===== src/hdl/cfm_pkg.sv =====
// ---------------------------------------------------------------------------
// cfm_pkg: shared types and constants for the frequency coefficient mask
// Widths of the datapath, register and mode codes, and the structs that
// carry one coefficient from stage to stage.
// ---------------------------------------------------------------------------
package cfm_pkg;

  localparam int unsigned COORD_W = 10;  // row / column index
  localparam int unsigned SIZE_W  = 11;  // frame size
  localparam int unsigned LIM_W   = 10;  // rect limits
  localparam int unsigned DIST_W  = 11;  // folded distance, up to 1023
  localparam int unsigned SQ_W    = 22;  // one squared distance
  localparam int unsigned D2_W    = 23;  // sum of two squares
  localparam int unsigned RAD_W   = 21;  // squared radius registers
  localparam int unsigned DATA_W  = 32;  // coefficient word
  localparam int unsigned MODE_W  = 3;
  localparam int unsigned RIDX_W  = 3;   // register index

  // Mask shapes
  localparam logic [MODE_W-1:0] MODE_RECT   = 3'd0;
  localparam logic [MODE_W-1:0] MODE_LOW    = 3'd1;
  localparam logic [MODE_W-1:0] MODE_HIGH   = 3'd2;
  localparam logic [MODE_W-1:0] MODE_BAND   = 3'd3;
  localparam logic [MODE_W-1:0] MODE_REJECT = 3'd4;

  // Register map indexes (byte address = 4 * index)
  localparam logic [RIDX_W-1:0] REG_DOMAIN   = 3'd0;
  localparam logic [RIDX_W-1:0] REG_MODE     = 3'd1;
  localparam logic [RIDX_W-1:0] REG_WIDTH    = 3'd2;
  localparam logic [RIDX_W-1:0] REG_HEIGHT   = 3'd3;
  localparam logic [RIDX_W-1:0] REG_ROW_LIM  = 3'd4;
  localparam logic [RIDX_W-1:0] REG_COL_LIM  = 3'd5;
  localparam logic [RIDX_W-1:0] REG_LOW_RAD  = 3'd6;
  localparam logic [RIDX_W-1:0] REG_HIGH_RAD = 3'd7;

  typedef struct packed {
    logic              domain_select;
    logic [MODE_W-1:0] mask_mode;
    logic [SIZE_W-1:0] frame_width;
    logic [SIZE_W-1:0] frame_height;
    logic [LIM_W-1:0]  rect_row_limit;
    logic [LIM_W-1:0]  rect_col_limit;
    logic [RAD_W-1:0]  low_radius_sq;
    logic [RAD_W-1:0]  high_radius_sq;
  } cfg_t;

  typedef struct packed {
    logic                     valid;
    logic [DIST_W-1:0]        dr;
    logic [DIST_W-1:0]        dc;
    logic signed [DATA_W-1:0] re;
    logic signed [DATA_W-1:0] im;
  } fold_t;

  typedef struct packed {
    logic                     valid;
    logic                     rect_keep;
    logic [SQ_W-1:0]          dr_sq;
    logic [SQ_W-1:0]          dc_sq;
    logic signed [DATA_W-1:0] re;
    logic signed [DATA_W-1:0] im;
  } dist_t;

endpackage


===== src/hdl/cfm_fold.sv =====
// ---------------------------------------------------------------------------
// cfm_fold: first pipeline stage
// Folds row and column toward the nearest corner in DFT mode, or passes
// them as distances from the top-left corner in DCT mode.
// ---------------------------------------------------------------------------
module cfm_fold
  import cfm_pkg::*;
(
  input  logic                     clk,
  input  logic                     rst,
  input  cfg_t                     cfg,
  input  logic                     in_valid,
  input  logic [COORD_W-1:0]       row,
  input  logic [COORD_W-1:0]       col,
  input  logic signed [DATA_W-1:0] re,
  input  logic signed [DATA_W-1:0] im,
  output fold_t                    stage
);

  function automatic logic [DIST_W-1:0] fold_axis(logic [COORD_W-1:0] idx,
                                                 logic [SIZE_W-1:0]  size);
    logic [SIZE_W-1:0] idx_w;
    logic [SIZE_W-1:0] half;
    idx_w = SIZE_W'(idx);
    half  = size >> 1;
    if (idx_w > half) begin
      if (size >= idx_w) begin
        fold_axis = DIST_W'(size - idx_w);
      end else begin
        fold_axis = DIST_W'(idx_w - size);
      end
    end else begin
      fold_axis = DIST_W'(idx_w);
    end
  endfunction

  logic [DIST_W-1:0] dr_next;
  logic [DIST_W-1:0] dc_next;

  always_comb begin
    if (cfg.domain_select) begin
      dr_next = DIST_W'(row);
      dc_next = DIST_W'(col);
    end else begin
      dr_next = fold_axis(row, cfg.frame_height);
      dc_next = fold_axis(col, cfg.frame_width);
    end
  end

  // Only the valid bit is reset; the payload just follows the input
  always_ff @(posedge clk) begin
    if (rst) begin
      stage.valid <= 1'b0;
    end else begin
      stage.valid <= in_valid;
    end
    stage.dr <= dr_next;
    stage.dc <= dc_next;
    stage.re <= re;
    stage.im <= im;
  end

endmodule


===== src/hdl/cfm_dist.sv =====
// ---------------------------------------------------------------------------
// cfm_dist: second pipeline stage
// Squares both folded distances and settles the rectangular decision.
// ---------------------------------------------------------------------------
module cfm_dist
  import cfm_pkg::*;
(
  input  logic  clk,
  input  logic  rst,
  input  cfg_t  cfg,
  input  fold_t fold_in,
  output dist_t stage
);

  logic [DIST_W-1:0] row_lim;
  logic [DIST_W-1:0] col_lim;

  // DCT keeps twice the limit along each axis
  always_comb begin
    if (cfg.domain_select) begin
      row_lim = {cfg.rect_row_limit, 1'b0};
      col_lim = {cfg.rect_col_limit, 1'b0};
    end else begin
      row_lim = DIST_W'(cfg.rect_row_limit);
      col_lim = DIST_W'(cfg.rect_col_limit);
    end
  end

  // Only the valid bit is reset; the payload just follows the input
  always_ff @(posedge clk) begin
    if (rst) begin
      stage.valid <= 1'b0;
    end else begin
      stage.valid <= fold_in.valid;
    end
    stage.rect_keep <= (fold_in.dr <= row_lim) && (fold_in.dc <= col_lim);
    stage.dr_sq     <= SQ_W'(fold_in.dr) * SQ_W'(fold_in.dr);
    stage.dc_sq     <= SQ_W'(fold_in.dc) * SQ_W'(fold_in.dc);
    stage.re        <= fold_in.re;
    stage.im        <= fold_in.im;
  end

endmodule


===== src/hdl/cfm_decide.sv =====
// ---------------------------------------------------------------------------
// cfm_decide: third pipeline stage
// Adds the squares, compares against the radii, picks the mask shape and
// registers the result.
// ---------------------------------------------------------------------------
module cfm_decide
  import cfm_pkg::*;
(
  input  logic                     clk,
  input  logic                     rst,
  input  cfg_t                     cfg,
  input  dist_t                    dist_in,
  output logic                     done,
  output logic signed [DATA_W-1:0] masked_real,
  output logic signed [DATA_W-1:0] masked_imag,
  output logic                     kept_flag
);

  logic [D2_W-1:0] d2;
  logic            below_high;
  logic            above_low;
  logic            in_band;
  logic            kept;

  always_comb begin
    d2         = D2_W'(dist_in.dr_sq) + D2_W'(dist_in.dc_sq);
    below_high = (d2 <= D2_W'(cfg.high_radius_sq));
    above_low  = (d2 >= D2_W'(cfg.low_radius_sq));
    in_band    = below_high && above_low;
    case (cfg.mask_mode)
      MODE_RECT:   kept = dist_in.rect_keep;
      MODE_LOW:    kept = below_high;
      MODE_HIGH:   kept = !below_high;
      MODE_BAND:   kept = in_band;
      MODE_REJECT: kept = !in_band;
      default:     kept = 1'b1;
    endcase
  end

  always_ff @(posedge clk) begin
    if (rst) begin
      done <= 1'b0;
    end else begin
      done <= dist_in.valid;
    end
  end

  always_ff @(posedge clk) begin
    kept_flag   <= kept;
    masked_real <= kept ? dist_in.re : '0;
    masked_imag <= (kept && !cfg.domain_select) ? dist_in.im : '0;
  end

endmodule


===== src/hdl/frequency_coefficient_mask.sv =====
// ---------------------------------------------------------------------------
// frequency_coefficient_mask: ideal frequency-domain filter mask
// Passes or zeroes one transform coefficient per cycle by its
// distance from the spectral origin, under one of five mask shapes; other mode codes pass all.
// ---------------------------------------------------------------------------
//
//  channel   handshake              payload
//  --------  ---------------------  ---------------------------------------
//  input     start (busy is 0)      coef_row, coef_col, coef_real, coef_imag
//  result    done, one-cycle pulse  masked_real, masked_imag, kept_flag
//  config    APB write/read         psel penable pwrite paddr pwdata prdata
//
//  An accepted transaction passes three register stages (fold, square,
//  decide) before its result shows with done.
//  One transaction may enter in every cycle; busy is never raised, so the
//  throughput is one coefficient per clock.
//  The receiver cannot stall: done is a one-cycle strobe and the result is not
//  held. Synchronous reset empties the pipeline and loads the register
//  defaults; no clearing pass is needed.
//
module frequency_coefficient_mask
  import cfm_pkg::*;
#(
  parameter int unsigned MAX_DIM = 1024
) (
  input  logic                     clk,
  input  logic                     rst,
  // coefficient input
  input  logic                     start,
  output logic                     busy,
  input  logic [COORD_W-1:0]       coef_row,
  input  logic [COORD_W-1:0]       coef_col,
  input  logic signed [DATA_W-1:0] coef_real,
  input  logic signed [DATA_W-1:0] coef_imag,
  // masked result
  output logic                     done,
  output logic signed [DATA_W-1:0] masked_real,
  output logic signed [DATA_W-1:0] masked_imag,
  output logic                     kept_flag,
  // register port
  input  logic                     psel,
  input  logic                     penable,
  input  logic                     pwrite,
  input  logic [4:0]               paddr,
  input  logic [31:0]              pwdata,
  output logic [31:0]              prdata,
  output logic                     pready
);

  // Reset values follow the nominal frame size, cut to the register widths
  localparam logic [SIZE_W-1:0] RST_SIZE = SIZE_W'(MAX_DIM);
  localparam logic [LIM_W-1:0]  RST_LIM  = LIM_W'(MAX_DIM / 2);

  cfg_t              cfg;
  logic              wr_en;
  logic [RIDX_W-1:0] reg_idx;
  logic              in_valid;
  fold_t             fold_stage;
  dist_t             dist_stage;

  // The pipeline never holds off the source
  assign busy     = 1'b0;
  assign in_valid = start && !busy;

  // -------------------------------------------------------------------------
  // Register file: write on the access cycle, read back combinationally
  // -------------------------------------------------------------------------
  assign pready  = 1'b1;
  assign reg_idx = paddr[4:2];
  assign wr_en   = psel && penable && pwrite && pready;

  always_ff @(posedge clk) begin
    if (rst) begin
      cfg.domain_select  <= 1'b0;
      cfg.mask_mode      <= MODE_LOW;
      cfg.frame_width    <= RST_SIZE;
      cfg.frame_height   <= RST_SIZE;
      cfg.rect_row_limit <= RST_LIM;
      cfg.rect_col_limit <= RST_LIM;
      cfg.low_radius_sq  <= '0;
      cfg.high_radius_sq <= '1;
    end else if (wr_en) begin
      case (reg_idx)
        REG_DOMAIN:   cfg.domain_select  <= pwdata[0];
        REG_MODE:     cfg.mask_mode      <= pwdata[MODE_W-1:0];
        REG_WIDTH:    cfg.frame_width    <= pwdata[SIZE_W-1:0];
        REG_HEIGHT:   cfg.frame_height   <= pwdata[SIZE_W-1:0];
        REG_ROW_LIM:  cfg.rect_row_limit <= pwdata[LIM_W-1:0];
        REG_COL_LIM:  cfg.rect_col_limit <= pwdata[LIM_W-1:0];
        REG_LOW_RAD:  cfg.low_radius_sq  <= pwdata[RAD_W-1:0];
        REG_HIGH_RAD: cfg.high_radius_sq <= pwdata[RAD_W-1:0];
        default:      cfg.domain_select  <= cfg.domain_select;
      endcase
    end
  end

  always_comb begin
    case (reg_idx)
      REG_DOMAIN:   prdata = 32'(cfg.domain_select);
      REG_MODE:     prdata = 32'(cfg.mask_mode);
      REG_WIDTH:    prdata = 32'(cfg.frame_width);
      REG_HEIGHT:   prdata = 32'(cfg.frame_height);
      REG_ROW_LIM:  prdata = 32'(cfg.rect_row_limit);
      REG_COL_LIM:  prdata = 32'(cfg.rect_col_limit);
      REG_LOW_RAD:  prdata = 32'(cfg.low_radius_sq);
      REG_HIGH_RAD: prdata = 32'(cfg.high_radius_sq);
      default:      prdata = '0;
    endcase
  end

  // -------------------------------------------------------------------------
  // Pipeline: fold -> square -> decide
  // -------------------------------------------------------------------------
  cfm_fold u_fold (
    .clk      (clk),
    .rst      (rst),
    .cfg      (cfg),
    .in_valid (in_valid),
    .row      (coef_row),
    .col      (coef_col),
    .re       (coef_real),
    .im       (coef_imag),
    .stage    (fold_stage)
  );

  cfm_dist u_dist (
    .clk     (clk),
    .rst     (rst),
    .cfg     (cfg),
    .fold_in (fold_stage),
    .stage   (dist_stage)
  );

  cfm_decide u_decide (
    .clk         (clk),
    .rst         (rst),
    .cfg         (cfg),
    .dist_in     (dist_stage),
    .done        (done),
    .masked_real (masked_real),
    .masked_imag (masked_imag),
    .kept_flag   (kept_flag)
  );

  // -------------------------------------------------------------------------
  // Checks
  // -------------------------------------------------------------------------

  // Every accepted transaction comes out as a done strobe
  assert property (@(posedge clk) disable iff (rst) in_valid |-> ##3 done)
    else $error("accepted transaction did not produce a result");

  // No result without a matching earlier transaction
  assert property (@(posedge clk) disable iff (rst) done |-> $past(in_valid, 3))
    else $error("result strobe without a matching transaction");

  // A kept coefficient carries the real part it entered with
  assert property (@(posedge clk) disable iff (rst)
                   done && kept_flag |-> masked_real == $past(coef_real, 3))
    else $error("kept real part does not match the input");

  // A dropped coefficient is zero in both parts
  assert property (@(posedge clk) disable iff (rst)
                   done && !kept_flag |-> masked_real == '0 && masked_imag == '0)
    else $error("dropped coefficient is not zero");

endmodule


===== config.mk =====
export PLATFORM = sky130hd
export DESIGN_NAME = frequency_coefficient_mask
export DESIGN_NICKNAME = d
export VERILOG_FILES = /design/src/hdl/cfm_pkg.sv /design/src/hdl/cfm_fold.sv /design/src/hdl/cfm_dist.sv /design/src/hdl/cfm_decide.sv /design/src/hdl/frequency_coefficient_mask.sv
export SDC_FILE = /design/constraint.sdc
export NUM_CORES = 1
export LEC_CHECK = 0
export ABC_AREA = 0
export BUFFER_PORTS_ARGS = -buffer_cell sky130_fd_sc_hd__buf_2
export CORE_MARGIN = 4
export CORE_UTILIZATION = 63
export CTS_CLUSTER_SIZE = 24
export DETAILED_ROUTE_END_ITERATION = 8
export GPL_TIMING_DRIVEN = 0
export PLACE_DENSITY = 0.85
export SLEW_MARGIN = 20
export SYNTH_ARGS = -nofsm -noshare
export SYNTH_HDL_FRONTEND = slang
export SYNTH_HIERARCHICAL = 1
export SYNTH_SLANG_ARGS = --single-unit
export TNS_END_PERCENT = 50

===== constraint.sdc =====
create_clock -name clk -period 15.95 [get_ports clk]
set_clock_uncertainty 0.05 [all_clocks]
set_input_delay 1.595 -clock clk [delete_from_list [all_inputs] [get_ports clk]]
set_output_delay 1.595 -clock clk [all_outputs]
set_load 0.01 [all_outputs]

**Yosys cells after proc, flatten, opt, wreduce, memory -nomap -nowiden**

Index checks and enable logic that the tools add are counted.

- Register bits: 351
- Bits of input ports: 127
- Output and inout port bits: 100

- Add/sub/neg operators: 5
- Multiply operators: 2
- Magnitude comparators: 8
- Eq/ne operators: 11
- Muxes and demuxes: 10
- Bitwise operators: 2
- Reduce and logical (&&, ||, !) cells: 20

Operator list:

| kind | count |
|---|---|
| $pmux 32 s8 | 1 |
| $mul 11x11->22 | 2 |
| $mux 11 | 4 |
| $mux 10 | 4 |
| $add 22x22->23 | 1 |
| $ge 23x21->1 | 1 |
| $le 23x21->1 | 1 |
| $ge 11x10->1 | 2 |
| $le 11x11->1 | 2 |
| $sub 10x11->11 | 2 |
| $sub 11x10->11 | 2 |
| $gt 10x10->1 | 2 |
| $reduce_and 2->1 | 8 |
| $eq 3x3->1 const B | 5 |
| $eq 3x2->1 const B | 4 |
| $eq 3x1->1 const B | 2 |
| $logic_not 3->1 | 2 |
| $logic_and 1x1->1 | 5 |
| $pmux 1 s5 | 1 |
| $reduce_or 2->1 | 2 |
| $logic_not 1->1 | 3 |
| $not 1->1 | 2 |

**Depth between registers and ports, before layout**

Gate-level depths: netlist of run 1.

- Depth in word-level cells: 6
- Gate-level depth with buffers: 22

**By module**

Netlist of run 1, hierarchy kept.

By module, submodules not included:

| module | instances | cells each | area an instance (µm²) |
|---|---|---|---|
| cfm_dist | 1 | 1007 | 9740.6 |
| cfm_decide | 1 | 674 | 6163.4 |
| cfm_fold | 1 | 470 | 4408.0 |
| frequency_coefficient_mask | 1 | 498 | 4081.4 |

**Worst setup path before layout of run 1**

Ideal clock, no wire load.

- Path type: register to register
- From: register u_fold/stage[77] (netlist bit)
- To: register u_dist/stage[104] (netlist bit)
- Arrival: 5.023 ns
- Required time: 15.779 ns
- Setup slack: 10.755 ns
- Stages on the path, launching flop included: 18
- Buffers on the path: 1
- Period minus slack after synthesis: 5.195 ns
- Path through: dfxtp_1 -> clkbuf_1 -> nand2_1 -> fa_1 -> inv_1 -> fa_1 -> fa_1 -> fa_1 -> inv_1 -> fa_1 -> inv_1 -> ha_1 -> and3_4 -> and3_1 -> a41oi_2 -> nand3b_1 -> a221o_1 -> xor2_1

- Cells in the longest elaborated chain, start to end: 1

Ends and longest elaborated chain:

| what | RTL line | text |
|---|---|---|
| start, declared | cfm_fold.sv:17 | `output fold_t stage` |
| $mul 11x11->22 | cfm_dist.sv:37 | `stage.dr_sq <= SQ_W'(fold_in.dr) * SQ_W'(fold_in.dr);` |
| end, declared | cfm_dist.sv:12 | `output dist_t stage` |

Every way passes these cells.
A chain may end at the register's enable or synchronous reset.

**Final worst setup path of run 1**

- From: register u_fold/stage[66] (netlist bit)
- To: register u_dist/stage[85] (netlist bit)

- Cells in the longest elaborated chain, start to end: 1

Ends and longest elaborated chain:

| what | RTL line | text |
|---|---|---|
| $mul 11x11->22 | cfm_dist.sv:38 | `stage.dc_sq <= SQ_W'(fold_in.dc) * SQ_W'(fold_in.dc);` |

Every way passes these cells.

==> results of run 1 <==
[state kept, by name, summed over array words and instances, names as in the netlist]
name                  flops
cfg                      88
u_decide/done             1
u_decide/kept_flag        1
u_decide/masked_imag     32
u_decide/masked_real     32
u_dist/stage            108
u_fold/stage             87
[metrics by stage]
step	util	instances	cell area [um2]	power (uW)	hold slack (ps)
2_1_floorplan	-	2661	24440	3591	259.6
3_3_place_gp	0.6872	3370	26070	4227	260.9
6_report	0.7184	3436	27250	5234	272.9
4_1_cts	0.7182	3434	27240	5213	276.0
5_1_grt	0.7182	3434	27240	5702	280.5
3_5_place_dp	0.6872	3370	26070	4356	262.1
[worst reg2reg max path, cell delays in order (launching register included)]
cell and delay, ps:
dfxtp_1 540, clkbuf_1 470, nand2_1 210, fa_1 510
fa_1 560, inv_1 60, fa_1 510, fa_1 540
inv_1 50, fa_1 530, inv_1 40, ha_1 370
a21o_1 240, a21oi_1 140, or3b_1 400, a31oi_2 300
o21ai_2 80, xnor2_1 210
[kinds of logic (layout without fill, tap and decap cells)]
family                     count (synthesis)  count (layout)
AOI/OAI and AO/OA                        488             488
other                                      3              17
DFF                                      349             349
and+or+nand+nor                          774             774
muxes                                     79              79
adders and majority gates                382             382
buffers and inverters                    499             761
xor gates and xnor gates                  75              75
[cell usage after synthesis (all sizes together) (23+ instances only)]
cell    count  area share
xnor2      52       0.019
buf        83       0.030
nand3      29      0.0059
xor2       23      0.0083
nand4      87       0.038
a21o       43       0.013
o21ai      94       0.020
nor2b      37      0.0098
a21oi     162       0.034
nand3b     27      0.0083
ha        249        0.13
nand2b     41       0.011
inv       357       0.055
o31ai      68       0.031
and2       57       0.015
dfxtp     349        0.29
fa        133        0.11
mux2i      67       0.027
nand2     251       0.039
nor2      164       0.026
clkbuf     56       0.011
[where the power goes]
part	internal, uW	switching, uW	total (uW)	leakage [uW]
Clock	474	355	829	0.000564
Sequential	1000	58.7	1060	0.00291
Combinational	1380	1960	3340	0.00946
Total	2860	2380	5230	0.0129
[worst paths after layout]
kind | slack (ps) | cells past startpoint | start | endpoint
hold / removal | 270 | 0 | u_fold/stage[13] | u_dist/stage[13]
setup reg to reg | 10030 | 17 | u_fold/stage[66] | u_dist/stage[85]
setup / recovery | 10030 | 17 | u_fold/stage[66] | u_dist/stage[85]
hold reg to reg | 270 | 0 | u_fold/stage[13] | u_dist/stage[13]
[per-layer routing]
layer	GRT usage	vias to the layer above	part of all wire
met5	0	-	0.00060
met4	0.1134	6	0.038
met3	0.06016	162	0.085
met2	0.5250	908	0.47
met1	0.4038	9473	0.41
li1	-	9356	-
[cell type report]
cell class | count | share of cell area
Antenna cell | 2 | 0.0001837
Buffer | 142 | 0.03738
Clock buffer | 52 | 0.03940
Clock inverter | 12 | 0.003765
Inverter | 357 | 0.04918
Multi-Input combinational cell | 1813 | 0.5539
Sequential cell | 349 | 0.2564
Tap cell | 511 | 0.02346
Timing Repair Buffer | 198 | 0.03637
==> results.py, run 1 <==
metrics = {
    "timing": {
        "setup-tns-final_ps": 0,
        "min_period_ps": 5917,
        "maxSlewViolCount": 0,
        "setup_viol": 0,
        "rsz0062_at_grt": "no",
        "setup_slack_ps": 10030,
        "max_slew.worst_pin.slew_ps": 1116,
        "min_period_over_period": 0.3710,
        "hold_viol_final": 0,
        "max_freq_ghz": 0.1690,
        "maxSlewHeadroom": 0.2551,
    },
    "synth": {
        "synth-simple-area-share": 0.1767,
        "synthArstFlopShare": 0,
        "yosysSeqAreaShare": 0.2864,
        "synth_edf_count": 0,
        "synth_ff_type": "dfxtp_1",
        "synth.distinct_cells": 105,
        "synth_xor_area_frac": 0.02693,
        "postSynthCellCount": 2649,
        "synth.area.mux_share": 0.03411,
        "syn-cell-area_um2": 24390,
        "yosysWarnings": 6,
        "synth.avg_cell_area_um2": 9.209,
        "synth_compound_area_frac": 0.1418,
        "ys_seq_elements": 349,
        "synth_top_family_by_area": "adder cells",
        "synth_fa_ha_area_frac": 0.2369,
    },
    "detailed_routing": {
        "dr.pass1.iters": 6,
        "ant_nets": 0,
        "drc_errors": 0,
        "viasPerCell": 5.793,
        "vias": 19910,
        "wl_um": 66620,
        "drt-initial-drc-count": 1197,
        "wl_per_cell_um": 19.39,
    },
    "clock_tree": {
        "post_cts_resized": 0,
        "cts_root_buf": "clkbuf_16",
        "cts.path.max_buffers": 3,
        "cts_sinks": 349,
        "postCtsSetupBuffers": 0,
        "cts_buffers": 37,
        "clk_pin_slew_ps": 60,
        "clk-insertion-delay-late_ps": 550,
        "hold_buffers": 0,
        "cts_tree": "done",
        "htree_levels": 2,
    },
    "finish": {
        "seq_area_um2": 6987,
        "fin_nets": 3407,
        "final_common_cell": "inv_1",
        "most-common-layout-cells": "357 x inv_1, 349 x dfxtp_1, 249 x ha_1",
        "n_fill_cell": 2813,
        "drive_gt1_frac": 0.1779,
        "area_delta_synth_final_pct": 11.71,
        "multi_input_area_um2": 15090,
    },
    "grt": {
        "grt_use_total": 0.3126,
        "antenna_found_initial": 4,
        "grt-ovfl-total": 0,
        "grt_pass1_vias": 20150,
        "grt_max_degree": 15,
        "grt_pass1_wl_um": 105300,
    },
    "worst_setup_path": {
        "timing.critical_path.arrival_ps": 6320,
        "cp_slowest_cell": "fa_1",
        "worstPathCellList": "clkbuf_1, nand2_1, fa_1, fa_1, inv_1, fa_1, fa_1, inv_1, fa_1, inv_1, ha_1, a21o_1, a21oi_1, or3b_1, a31oi_2, o21ai_2, xnor2_1",
        "cp-end-kind": "register",
        "cp_common_cell": "fa_1",
        "worstSetupPathType": "register to register",
        "crit_family": "adder cells",
        "start_kind": "register",
        "crit_buf_inv": 4,
        "worst_ep_required_time_ps": 16350,
        "crit_fanout": 10,
        "cpPeakStageDelay_ps": 560,
    },
    "place": {
        "portBuffers": 198,
        "hpwl_um": 51500,
        "globalplace.congestion": 0.9640,
        "pre_cts_slack_ps": 10160,
    },
    "power_and_ir_drop": {
        "p_leak_uw": 0.01293,
        "power.density_nw_per_um2": 192.1,
        "ir_worst_vdd_mv": 0.2372,
    },
    "worst_hold_path": {
        "min_path_type": "register to register",
    },
    "die": {
        "die_y_um": 204.8,
        "core-area_um2": 37930,
        "die_w_um": 204.8,
        "rows": 71,
        "dieArea_um2": 41930,
        "ioPinCount": 227,
        "initial_core_util": 0.6431,
    },
    "flow_run": {
        "max_cap_violations": 0,
    },
    "run_status": {
        "status": "finished, final reports clean",
    },
}
(Power assumes the default switching activity.)
==> inputs of run 2 (changes only) <==
--- a/config.mk
+++ b/config.mk
@@ -8,11 +8,11 @@
 export ABC_AREA = 0
 export BUFFER_PORTS_ARGS = -buffer_cell sky130_fd_sc_hd__buf_2
 export CORE_MARGIN = 4
-export CORE_UTILIZATION = 63
+export CORE_UTILIZATION = 61
 export CTS_CLUSTER_SIZE = 24
 export DETAILED_ROUTE_END_ITERATION = 8
 export GPL_TIMING_DRIVEN = 0
-export PLACE_DENSITY = 0.85
+export PLACE_DENSITY = 0.83
 export SLEW_MARGIN = 20
 export SYNTH_ARGS = -nofsm -noshare
 export SYNTH_HDL_FRONTEND = slang
==> constraint.sdc (replaced) <==
create_clock -name clk -period 5.6 [get_ports clk]
set_clock_uncertainty 0.05 [all_clocks]
set_input_delay 0.56 -clock clk [delete_from_list [all_inputs] [get_ports clk]]
set_output_delay 0.56 -clock clk [all_outputs]
set_load 0.01 [all_outputs]
==> run 2 against run 1 <==
Global-route usage fell by 1.3 points; critical path depth increased by 2; routed wire length shrank 0.18%; utilization decreased by 1.5 points; worst hold slack got worse by 220 ps; largest power group unchanged; highest routed layer is now met4; sequential cell count stayed put; sequential share of layout area shrank 0.21 points; first-iteration DRC count is 37% higher; clock power rose to 3.2 times the previous value; via count shrank 0.11%.
==> results.py, run 2 (synthesis gave the netlist of run 1 again) <==
metrics = {
    "finish": {
        "fin_nets": 3408,
        "top_regs": "u_dist/stage (108), cfg (88), u_fold/stage (87)",
        "antenna_cells": 0,
        "final_common_cell": "inv_1",
        "most-common-layout-cells": "357 x inv_1, 341 x dfxtp_1, 248 x nand2_1, 248 x ha_1, 224 x buf_2",
        "largest_register_ffs": 108,
        "drive_gt1_frac": 0.1902,
        "area_delta_synth_final_pct": 12.81,
        "n_fill_cell": 2997,
        "top_register": "u_dist/stage",
        "final_area_um2": 27520,
    },
    "timing": {
        "min_period_ps": 5470,
        "max_slew.worst_pin.slew_ps": 940.1,
        "max_freq_ghz": 0.1828,
        "setup_viol": 0,
        "min_period_over_period": 0.9768,
        "maxSlewViolCount": 0,
        "maxSlewHeadroom": 0.3724,
        "hold_viol_final": 0,
    },
    "power_and_ir_drop": {
        "ir_worst_vdd_mv": 0.7001,
        "comb_power_share": 0.629,
        "clockPowerShare": 0.174,
        "p_leak_uw": 0.01310,
        "power.density_nw_per_um2": 557.6,
        "pwr-share-seq": 0.197,
        "p_int_uw": 8461,
        "swShare": 0.4486,
        "p_sw_uw": 6883,
        "p_total_uw": 15340,
    },
    "worst_setup_path": {
        "reg2reg_depth": 19,
        "start_kind": "register",
        "timing.critical_path.arrival_ps": 5850,
        "cp-end-kind": "register",
        "reg2reg_slack_ps": 130,
        "worstSetupPathType": "register to register",
        "r2r-end": "u_decide/masked_real[13]",
        "worst_ep_required_time_ps": 5980,
        "rr_startpoint": "u_dist/stage[72]",
        "crit_fanout": 10,
    },
    "detailed_routing": {
        "dr.pass1.iters": 6,
        "wl_um": 66500,
        "viasPerCell": 5.770,
        "vias": 19880,
        "wl_per_cell_um": 19.30,
        "drc_errors": 0,
        "drt-initial-drc-count": 1637,
        "ant_nets": 0,
    },
    "clock_tree": {
        "cts_sinks": 349,
        "htree_levels": 2,
        "clk_pin_slew_ps": 60,
        "clk-insertion-delay-late_ps": 560,
        "hold_buffers": 0,
        "cts_root_buf": "clkbuf_16",
        "cts_buffers": 38,
        "cts.path.max_buffers": 3,
        "postCtsSetupBuffers": 0,
        "cts_tree": "done",
    },
    "grt": {
        "grt_use_total": 0.2997,
        "grt_pass1_vias": 20410,
        "use_met2": 0.5116,
        "grt-ovfl-total": 0,
        "busiest_layer": "met2",
        "grt_max_degree": 15,
        "met1_usage": 0.3926,
        "use_met3": 0.05468,
        "antenna_found_initial": 1,
        "grt_pass1_wl_um": 106600,
    },
    "die": {
        "die_w_um": 208.0,
        "rows": 72,
        "dieArea_um2": 43250,
        "ioPinCount": 227,
        "core-area_um2": 39100,
        "initial_core_util": 0.6239,
        "die_y_um": 208.0,
    },
    "run_status": {
        "status": "finished, final reports clean",
    },
    "worst_hold_path": {
        "min_to": "u_fold/stage[16]",
        "min_path_type": "input pin to register",
        "hold_path_depth": 1,
        "min-delay-start": "coef_imag[16]",
    },
    "place": {
        "dpl_cell_area_um2": 26080,
        "hpwl_um": 51480,
        "portBuffers": 198,
        "globalplace.congestion": 0.9757,
    },
    "flow_run": {
        "max_cap_violations": 0,
    },
}
-- run 2: cell count changes in the layout (fill, tap and decap cells not counted), sizes merged --
cell      previous run  this run
buf                281       285
bufinv               0         5
clkbuf             108       105
clkinv               6         5
clkinvlp             5         2
diode                2         0
inv                358       361
-- run 2: power by group through the flow --
stage / Clock (uW) / Sequential, uW / Combinational, uW
after floorplan: 0 / 3020 / 7200
after global placement: 0 / 3060 / 9020
after detailed placement: 0 / 3070 / 9350
after CTS: 2700 / 3020 / 9490
after global routing: 2790 / 3030 / 10900
final: 2670 / 3020 / 9650
-- run 2: worst max-delay path by stage --
stage	end	depth (start not counted)	from
3_5_place_dp	u_dist/stage[85]	17	u_fold/stage[66]
6_report	u_decide/masked_real[13]	19	u_dist/stage[72]
2_1_floorplan	u_dist/stage[104]	17	u_fold/stage[77]
5_1_grt	u_dist/stage[85]	17	u_fold/stage[73]
4_1_cts	u_dist/stage[84]	17	u_fold/stage[71]
3_3_place_gp	u_dist/stage[85]	17	u_fold/stage[66]
-- run 2: timing repair --
action,in CTS,in global routing
pin swaps,0,1
gates resized for setup,15,52
setup endpoints to repair,6,14
-- run 2: layout make-up --
| class | instances | area [um2] | area share |
|---|---|---|---|
| well taps | 518 | 648.1 | 0.02355 |
| clock buffers | 53 | 1099 | 0.03992 |
| clock inverters | 16 | 240.2 | 0.008730 |
| flip-flops and latches | 349 | 6997 | 0.2543 |
| multi-input cells | 1813 | 15130 | 0.5499 |
| repair buffers | 198 | 991.0 | 0.03601 |
| inverters | 357 | 1340 | 0.04870 |
| plain buffers | 142 | 1072 | 0.03897 |
-- run 2: per-layer routing --
layer	part of all wire	wire length (um)	up-vias
li1	-	-	9365
met1	0.41	27440	9508
met2	0.48	31800	878
met3	0.083	5495	132
met4	0.027	1763	0
met5	0	0	-
-- run 2: per-stage QoR --
| stage | utilization | hold WS (ps) | TNS [ps] | instances | setup slack (ps) |
|---|---|---|---|---|---|
| floorplan | - | 259.6 | 0 | 2661 | 405.4 |
| global placement | 0.6670 | 261.9 | -332.6 | 3377 | -269.9 |
| detailed placement | 0.6670 | 262.1 | -770.5 | 3377 | -326.4 |
| CTS | 0.7021 | 34.48 | 0 | 3446 | 10.38 |
| global route | 0.7039 | 40.12 | -1.180 | 3446 | -1.180 |
| finish | 0.7039 | 53.24 | 0 | 3446 | 129.9 |
-- run 2: worst max-delay path, cell delays in order, from the launching register on --
cell,delay (ps)
dfxtp_1,320
ha_1,360
a21oi_1,230
nand2_1,80
a21oi_1,170
o21ai_2,120
a221o_2,400
a31oi_1,340
mux2i_1,240
o2111ai_1,290
ha_1,390
nand2_1,70
nor4_1,500
o211ai_1,220
a21oi_1,410
clkbuf_8,260
clkbuf_1,490
nor2_1,150
nand4_1,160
o31ai_1,80
